`src/rtl/mrp_pkg.sv`:
```
// ---------------------------------------------------------------------------
// Message rate policer package
// Widths, register indexes, reset values, controller states and the
// command and status bundles shared by the policer modules.
// ---------------------------------------------------------------------------
`timescale 1ns / 1ps

package mrp_pkg;

    localparam int NUM_CLASSES = 256;
    localparam int CLASS_W     = 8;
    localparam int CLASS_RANGE = 1 << CLASS_W;
    localparam int CLS_IDX_W   = (NUM_CLASSES > 1) ? $clog2(NUM_CLASSES) : 1;
    localparam int TICK_W      = 32;
    localparam int CNT_W       = 32;
    localparam int TOL_W       = 16;
    localparam int MAXMSG_W    = 16;
    localparam int RATE_W      = TOL_W + MAXMSG_W;
    localparam int SPAN_W      = TICK_W + 1;
    localparam int WIDE_W      = 2 * CNT_W;
    localparam int LHS_W       = WIDE_W + 8;
    localparam int PROD_W      = RATE_W + SPAN_W;
    localparam int CFG_IDX_W   = 3;
    localparam int CFG_DATA_W  = 32;

    typedef logic [CLS_IDX_W-1:0] t_cls_idx;
    typedef logic [CLASS_W-1:0]   t_class;
    typedef logic [TICK_W-1:0]    t_tick;
    typedef logic [CNT_W-1:0]     t_cnt;
    typedef logic [TOL_W-1:0]     t_tol;
    typedef logic [RATE_W-1:0]    t_rate;
    typedef logic [SPAN_W-1:0]    t_span;
    typedef logic [WIDE_W-1:0]    t_wide;
    typedef logic [LHS_W-1:0]     t_lhs;
    typedef logic [PROD_W-1:0]    t_prod;
    typedef logic [CFG_IDX_W-1:0] t_cfg_idx;

    // Register indexes on the configuration port.
    localparam t_cfg_idx CFG_LIMITED_CLASS  = 3'd0;
    localparam t_cfg_idx CFG_MAX_MESSAGES   = 3'd1;
    localparam t_cfg_idx CFG_PER_TICKS      = 3'd2;
    localparam t_cfg_idx CFG_WARN_TOLERANCE = 3'd3;
    localparam t_cfg_idx CFG_BOOT_TOLERANCE = 3'd4;
    localparam t_cfg_idx CFG_TIME_LEEWAY    = 3'd5;
    localparam t_cfg_idx CFG_REPORT_HOLDOFF = 3'd6;

    // Register reset values; tolerances are Q8.8.
    localparam t_tol  WARN_TOL_RST = 16'd269;
    localparam t_tol  BOOT_TOL_RST = 16'd512;
    localparam t_tick LEEWAY_RST   = 32'd1200;
    localparam t_tick HOLDOFF_RST  = 32'd300;

    // Class byte to counter slot, folded modulo the table depth.
    typedef logic [CLASS_RANGE-1:0][CLS_IDX_W-1:0] t_idx_tbl;

    function automatic t_idx_tbl build_idx_tbl();
        t_idx_tbl tbl;
        for (int i = 0; i < CLASS_RANGE; i++) begin
            tbl[i] = CLS_IDX_W'(i % NUM_CLASSES);
        end
        return tbl;
    endfunction

    localparam t_idx_tbl IDX_TBL = build_idx_tbl();

    typedef enum logic [2:0] {
        ST_IDLE,
        ST_UPD,
        ST_LHS,
        ST_MULW,
        ST_MULB,
        ST_FIN
    } t_state;

    typedef struct packed {
        logic accept;
        logic update;
        logic mul_lhs;
        logic mul_warn;
        logic mul_boot;
        logic finish;
    } t_dp_cmd;

    typedef struct packed {
        logic out_free;
    } t_dp_sts;

endpackage

```
`src/rtl/mrp_ctrl.sv`:
```
// ---------------------------------------------------------------------------
// Message rate policer controller
// Sequences one message through counter update, products and compare.
// ---------------------------------------------------------------------------
`timescale 1ns / 1ps

module mrp_ctrl (
    input  logic             i_clk,
    input  logic             i_rst_n,
    input  logic             i_in_valid,
    output logic             o_in_stall,
    output mrp_pkg::t_dp_cmd o_cmd,
    input  mrp_pkg::t_dp_sts i_sts
);

    mrp_pkg::t_state r_state;
    mrp_pkg::t_state n_state;

    always_ff @(posedge i_clk) begin
        if (!i_rst_n) begin
            r_state <= mrp_pkg::ST_IDLE;
        end else begin
            r_state <= n_state;
        end
    end

    always_comb begin
        n_state    = r_state;
        o_cmd      = '0;
        o_in_stall = 1'b1;
        case (r_state)
            mrp_pkg::ST_IDLE: begin
                o_in_stall = 1'b0;
                if (i_in_valid) begin
                    o_cmd.accept = 1'b1;
                    n_state      = mrp_pkg::ST_UPD;
                end
            end
            mrp_pkg::ST_UPD: begin
                o_cmd.update = 1'b1;
                n_state      = mrp_pkg::ST_LHS;
            end
            mrp_pkg::ST_LHS: begin
                o_cmd.mul_lhs = 1'b1;
                n_state       = mrp_pkg::ST_MULW;
            end
            mrp_pkg::ST_MULW: begin
                o_cmd.mul_warn = 1'b1;
                n_state        = mrp_pkg::ST_MULB;
            end
            mrp_pkg::ST_MULB: begin
                o_cmd.mul_boot = 1'b1;
                n_state        = mrp_pkg::ST_FIN;
            end
            mrp_pkg::ST_FIN: begin
                // Hold here until the output register can take the result.
                if (i_sts.out_free) begin
                    o_cmd.finish = 1'b1;
                    n_state      = mrp_pkg::ST_IDLE;
                end
            end
            default: begin
                n_state = mrp_pkg::ST_IDLE;
            end
        endcase
    end

endmodule

```
`config.mk`:
```
export PLATFORM = sky130hd
export DESIGN_NAME = mrp_ctrl
export DESIGN_NICKNAME = d
export VERILOG_FILES = /design/src/rtl/mrp_pkg.sv /design/src/rtl/mrp_ctrl.sv
export SDC_FILE = /design/constraint.sdc
export NUM_CORES = 1
export LEC_CHECK = 0
export BUFFER_PORTS_ARGS = -buffer_cell sky130_fd_sc_hd__buf_2
export CAP_MARGIN = 0
export CORE_AREA = 5 5 42 44
export DETAILED_ROUTE_END_ITERATION = 10
export DIE_AREA = 0 0 47 49
export GPL_TIMING_DRIVEN = 0
export SLEW_MARGIN = 20
export SYNTH_ARGS = -nofsm -noshare
export SYNTH_HDL_FRONTEND = slang
export SYNTH_SLANG_ARGS = --single-unit
```
`constraint.sdc`:
```
create_clock -name i_clk -period 2.55 [get_ports i_clk]
set_clock_uncertainty 0.2 [all_clocks]
set_input_delay 0.1275 -clock i_clk [delete_from_list [all_inputs] [get_ports i_clk]]
set_output_delay 0.1275 -clock i_clk [all_outputs]
set_load 0.05 [all_outputs]
```
# [Word level (Yosys, flattened, before mapping)]
# Cells that the tools add are included.
# Widths: inputs -> output; s select.
[word_totals] register_bits=3 in_bits=4 out_inout_bits=7 word_cells=22
[op_classes] eq_ne=7 muxes=12 n_reduce_logical=2
[op_table] cell="$pmux 3 s6" count=1
[op_table] cell="$mux 1" count=9
[op_table] cell="$eq 3x2->1 const B" count=2
[op_table] cell="$eq 3x3->1 const B" count=2
[op_table] cell="$mux 3" count=2
[op_table] cell="$ne 2x2->1 const B" count=2
[op_table] cell="$eq 3x1->1 const B" count=1
[op_table] cell="$logic_not 3->1" count=1
[op_table] cell="$reduce_and 2->1" count=1

# [Longest topological paths before layout]
# Gate-level depths: netlist (run 1).
[depth] ltp_word=3 depth_mapped=4 ltp_nobuf=3

# [Worst setup path before layout (run 1)]
# No wires, ideal clock.
[synth_timing] path_kind="flip-flop to output port" start="register r_state[0]" end="output o_cmd[4] in the netlist's numbering" t_arrival_ns=1.627 required_time_ns=2.223 slack_ns=0.596 stages_incl_launch_ff=3 path_buffers=1 cell_sequence="dfxtp_1 -> buf_2 -> nor3b_1"
[synth_rtl] element="start, declared" line="mrp_ctrl.sv:16" text="mrp_pkg::t_state r_state;"
[synth_rtl] element="start signal, assigned" line="mrp_ctrl.sv:21" text="r_state <= mrp_pkg::ST_IDLE;"
[synth_rtl] element="start signal, assigned" line="mrp_ctrl.sv:23" text="r_state <= n_state;"
[synth_rtl] element="end, declared" line="mrp_ctrl.sv:12" text="output mrp_pkg::t_dp_cmd o_cmd,"

==> results.yml, run 1 <==
die:
  start_util_pct: 13.5
  rows: 14
  die_area_um2: 2300
  io_pins: 11
  core_um2: 1400
  chipHeight_um: 49
  die_w_um: 47
synthesis:
  yosys_register_bits: 3
  ys_seq_area_share_pct: 31.8
  synth_area_per_cell_um2: 7.87
  syn_area_um2: 189
  synth_top_cell_area_share_pct: 31.8
  yosysUniqueCellTypes: 14
  netlist_instances: 24
  synth.net_count: 28
  ys_top_cells_by_area: "dfxtp_1 32%, nor3b_1 12%, nor2_1 9.9%"
  yosysWarnings: 0
  yosysTopAreaCell: "dfxtp_1"
routing:
  routed_wl_um: 446
  wire_per_inst_um: 8.11
  drtAntennaViolNets: 0
  vias: 215
  dr.pass1.iters: 4
  avgViaCountPerCell: 3.91
  route.detailed.drc: 0
  drtIter0Drc: 4
grt:
  grt_max_degree: 10
  grt_use_total_pct: 4.23
  antenna_found_initial: 0
  grt-ovfl-total: 0
  grt_pass1_wl_um: 676
  grt_pass1_vias: 189
sta:
  hold_viol: 0
  setup_viol: 0
  worst-slew-pin-transition_ns: 0.253
  drv_slew: 0
  timing.fmax_ghz: 0.594
  rsz0062_at_grt: "no"
  tns_ns: 0
  period_minus_slack_ns: 1.68
  finalCritPeriodShare_pct: 66.0
  slew_headroom_pct: 83.3
clock_tree:
  cts_buffer_depth: 2
  cts_buffers: 3
  hold_buffers: 1
  post-cts-setup-buffer-count: 0
  cts.htree.levels: 1
  cts_root_buf: "clkbuf_4"
  cts_tree: "yes"
  cts.repair.resized: 0
  cts.sinks: 3
  path_clk_slew_ns: 0.04
  insertion_delay_ns: 0.24
setup_path:
  critPathMaxStageDelay_ns: 0.34
  path_delay_family: "buffers and inverters"
  cp_num_buf_inv: 2
  worstSetupPathType: "reg -> out"
  cp_common_cell: "buf_2"
  cp-start-kind: "flip-flop"
  required_ns: 2.22
  cp_max_fo: 9
  path_cells: "buf_2 -> or3_4 -> nor2_2 -> buf_2"
  reg2reg_slack_ns: 1.43
  cp_slowest_cell: "or3_4"
  worstSetupEndpointType: "output pin"
  cp.arrival_ns: 1.35
power_and_ir_drop:
  p_total_w: 0.000244
  vdd_drop_max_mv: 0.209
  powerDensity_nw_per_um2: 828
  power_leakage_nw: 0.143
run:
  cap_violations: 0
status:
  status: "finished, final reports clean"
worst_hold_path:
  min_path_type: "in -> reg"
place:
  portBuffers: 10
  place.gp.congestion: 0.563
  dp_hpwl_um: 352
layout:
  reg_top3: "r_state: 3 flops"
  syn_to_final_growth_pct: 56.3
  regMostFlops: "r_state"
  layout.nets: 44
  largest_reg_flops: 3
  drive_above_1_share_pct: 43.6
  antenna_cells: 0
cells in the mapped netlist, drive strengths merged:
master  number
nor2         6
dfxtp        3
nand2        3
nor3b        3
buf          2
a21oi        1
inv          1
nand2b       1
o2111a       1
o21a         1
or3          1
xnor2        1
cells in the final DEF, fill, tap and decap left out, drive strengths merged:
cell	count
inv	1
clkbuf	4
nor2	6
nor3b	3
nand2	3
dlygate4sd3	1
nand2b	1
xnor2	1
buf	12
a21oi	1
or3	1
o21a	1
o2111a	1
dfxtp	3
metrics by stage:
step	util, %	instance area (um2)	instances	hold WS [ns]	setup WS, ns
after global placement	18.5	259	50	0.164	1.12
after CTS	21.1	295	55	0.00686	0.854
final	21.1	295	55	0.0114	0.868
after global routing	21.1	295	55	0.0150	0.815
after floorplan	-	189	24	0.0450	0.596
after detailed placement	18.5	259	50	0.179	1.11
worst min-delay path, cell delays in order:
cell and delay (ns):
buf_2 0.09, nand2_1 0.06, o2111a_1 0.12
cells by family (layout without fill, tap and decap cells):
kind of cell	count (synthesis)	in the layout	synth area share, %
xor+xnor	1	1	4.64
buf+inv	3	18	10.6
compound gates	3	3	12.6
simple gates	14	14	40.4
flops	3	3	31.8
final timing paths:
check             startpoint          to  cells past startpoint
hold reg to reg   r_state[2]  r_state[1]                      1
setup / recovery  r_state[0]    o_cmd[5]                      4
hold / removal         i_sts  r_state[0]                      3
setup reg to reg  r_state[1]  r_state[2]                      4
per-layer routing:
metal  vias to the layer above  global-route usage [%]  wire length, um
li1                        109                       -                -
met1                        97                    3.52              176
met2                         9                    7.24              214
met3                         0                    4.43               55
met4                         0                       0                0
met5                         -                       0                0
layout make-up:
class	count	area, um2
Clock buffer	4	26.3
Multi-Input combinational cell	18	109
Sequential cell	3	60.1
Timing Repair Buffer	11	60.1
Inverter	1	3.75
Tap cell	16	20.0
Fill cell	173	1110
Buffer	2	16.3
report_power, final:
part | internal, W | total, W | switching, W
clock | 0.0000588 | 0.0000850 | 0.0000262
sequential | 0.0000525 | 0.0000553 | 0.00000274
combinational | 0.0000339 | 0.000104 | 0.0000702
Power figures use the tool's default switching activity.
==> run 2: changes to the inputs <==
clock period = 1.5 ns   (was 2.55 ns; I/O delays follow)
==> run 2 against run 1 <==
  * Sequential share of layout area down 0.34 points
  * Final cell count grew 3.6%
  * Non-clock buffer count is 2 higher
  * Critical path type unchanged
  * Largest cell class unchanged
==> results.yml, run 2 (synthesized netlist as in run 1, its figures left out) <==
routing:
  wire_per_inst_um: 7.53
  avgViaCountPerCell: 3.68
  drtAntennaViolNets: 0
  routed_wl_um: 429
  vias: 210
  dr.pass1.iters: 2
  drtIter0Drc: 2
  route.detailed.drc: 0
sta:
  timing.fmax_ghz: 0.680
  rsz0062_at_grt: "yes"
  setup_viol: 0
  finalCritPeriodShare_pct: 98.1
  worst-slew-pin-transition_ns: 0.251
  drv_slew: 0
  period_minus_slack_ns: 1.47
  slew_headroom_pct: 83.4
  hold_viol: 0
  layout_setup_ws_ns: 0.0284
grt:
  antenna_found_initial: 0
  grt_pass1_wl_um: 724
  grt_use_total_pct: 4.85
  grt-ovfl-total: 0
  grt_max_degree: 10
  grt_pass1_vias: 202
layout:
  layout.nets: 46
  mostFrequentLayoutCells: "9 x buf_2, 4 x nor2_1, 3 x nand2_1, 3 x clkbuf_4, 3 x buf_4"
  mostFrequentLayoutCell: "buf_2"
  regMostFlops: "r_state"
  largest_reg_flops: 3
  drive_above_1_share_pct: 58.5
  final_cell_area_um2: 344
  reg_top3: "r_state: 3 flops"
  syn_to_final_growth_pct: 82.1
  antenna_cells: 0
setup_path:
  cp_max_fo: 3
  cp_slowest_cell: "or3_4"
  critPathMaxStageDelay_ns: 0.39
  worstSetupEndpointType: "output pin"
  path_cells: "or3_4 -> nor2_4 -> buf_6"
  cp.arrival_ns: 1.20
  path_delay_family: "simple AND/OR/NAND/NOR gates"
  cp_num_buf_inv: 1
  required_ns: 1.22
  cp-start-kind: "flip-flop"
  worstSetupPathType: "reg -> out"
clock_tree:
  insertion_delay_ns: 0.23
  cts_root_buf: "clkbuf_4"
  cts_buffers: 3
  path_clk_slew_ns: 0.04
  cts.sinks: 3
  cts_buffer_depth: 2
  cts.htree.levels: 1
  cts_tree: "yes"
power_and_ir_drop:
  vdd_drop_max_mv: 0.204
  p_total_w: 0.000425
  power_leakage_nw: 0.163
  powerDensity_nw_per_um2: 1240
place:
  place.gp.congestion: 0.554
  pre_cts_ws_ns: 0.0890
  portBuffers: 10
  dp_hpwl_um: 339
  placed_area_um2: 277
die:
  start_util_pct: 13.5
  io_pins: 11
  core_um2: 1400
  rows: 14
  die_w_um: 47
  die_area_um2: 2300
  chipHeight_um: 49
worst_hold_path:
  min_path_type: "in -> reg"
run:
  cap_violations: 0
status:
  status: "finished, final reports clean"
==> run 2: cell types whose count changed in the layout (fill, tap and decap cells not counted), moves of 2 or more <==
| cell | before | now |
|---|---|---|
| buf_2 | 11 | 9 |
| nor3b_2 | 0 | 2 |
| dfxtp_1 | 3 | 0 |
| nor3b_1 | 3 | 1 |
| buf_4 | 0 | 3 |
| dfxtp_4 | 0 | 2 |
==> run 2: path summary, 6_finish.rpt <==
kind	startpoint	end	slack [ns]	cells after the start
setup reg to reg	r_state[1]	r_state[0]	0.35	4
setup / recovery	r_state[2]	o_cmd[5]	0.03	3
hold reg to reg	r_state[2]	r_state[1]	0.34	2
hold / removal	i_in_valid	r_state[0]	0.03	4
==> run 2: power by group <==
part	leakage [nW]	switching (W)	internal, W
sequential	0.0264	0.0000136	0.0000910
clock	0.0150	0.0000391	0.0000995
combinational	0.122	0.000115	0.0000667
==> run 2: layer usage <==
layer	vias to the layer above	wire length (um)	track usage [%]
li1	112	-	-
met1	92	134	3.28
met5	-	0	0
met4	0	0	4.15
met2	6	229	7.24
met3	0	65	4.80
==> run 2: timing repair <==
item | in CTS | in global routing
endpoints found under the setup margin | 4 | 1
pin swaps | 2 | 2
setup buffers | 3 | 0
gates resized for setup | 7 | 0
hold buffers | 2 | 0
hold endpoints to repair | 3 | 0
==> run 2: per-stage QoR <==
step	util (%)	std cells	hold slack (ns)	TNS, ns
detailed placement	19.7	50	0.124	0
floorplan	-	24	-0.00748	-0.0229
global route	24.6	57	0.0817	-0.00913
finish	24.6	57	0.0285	0
global placement	19.7	50	0.121	0
CTS	24.6	57	0.0201	-0.0295
==> run 2: final cells by class <==
cell class | count | area, um2
Fill cell | 158 | 1060
Multi-Input combinational cell | 18 | 126
Timing Repair Buffer | 15 | 98.8
Sequential cell | 3 | 68.8
Clock buffer | 4 | 26.3
Tap cell | 16 | 20.0
Inverter | 1 | 3.75
==> run 2: worst reg2reg max path: stages (launching register included) <==
cell      delay (ns)
dfxtp_4         0.34
buf_4           0.14
nor2_1          0.09
nor2_1          0.04
o2111a_1        0.22
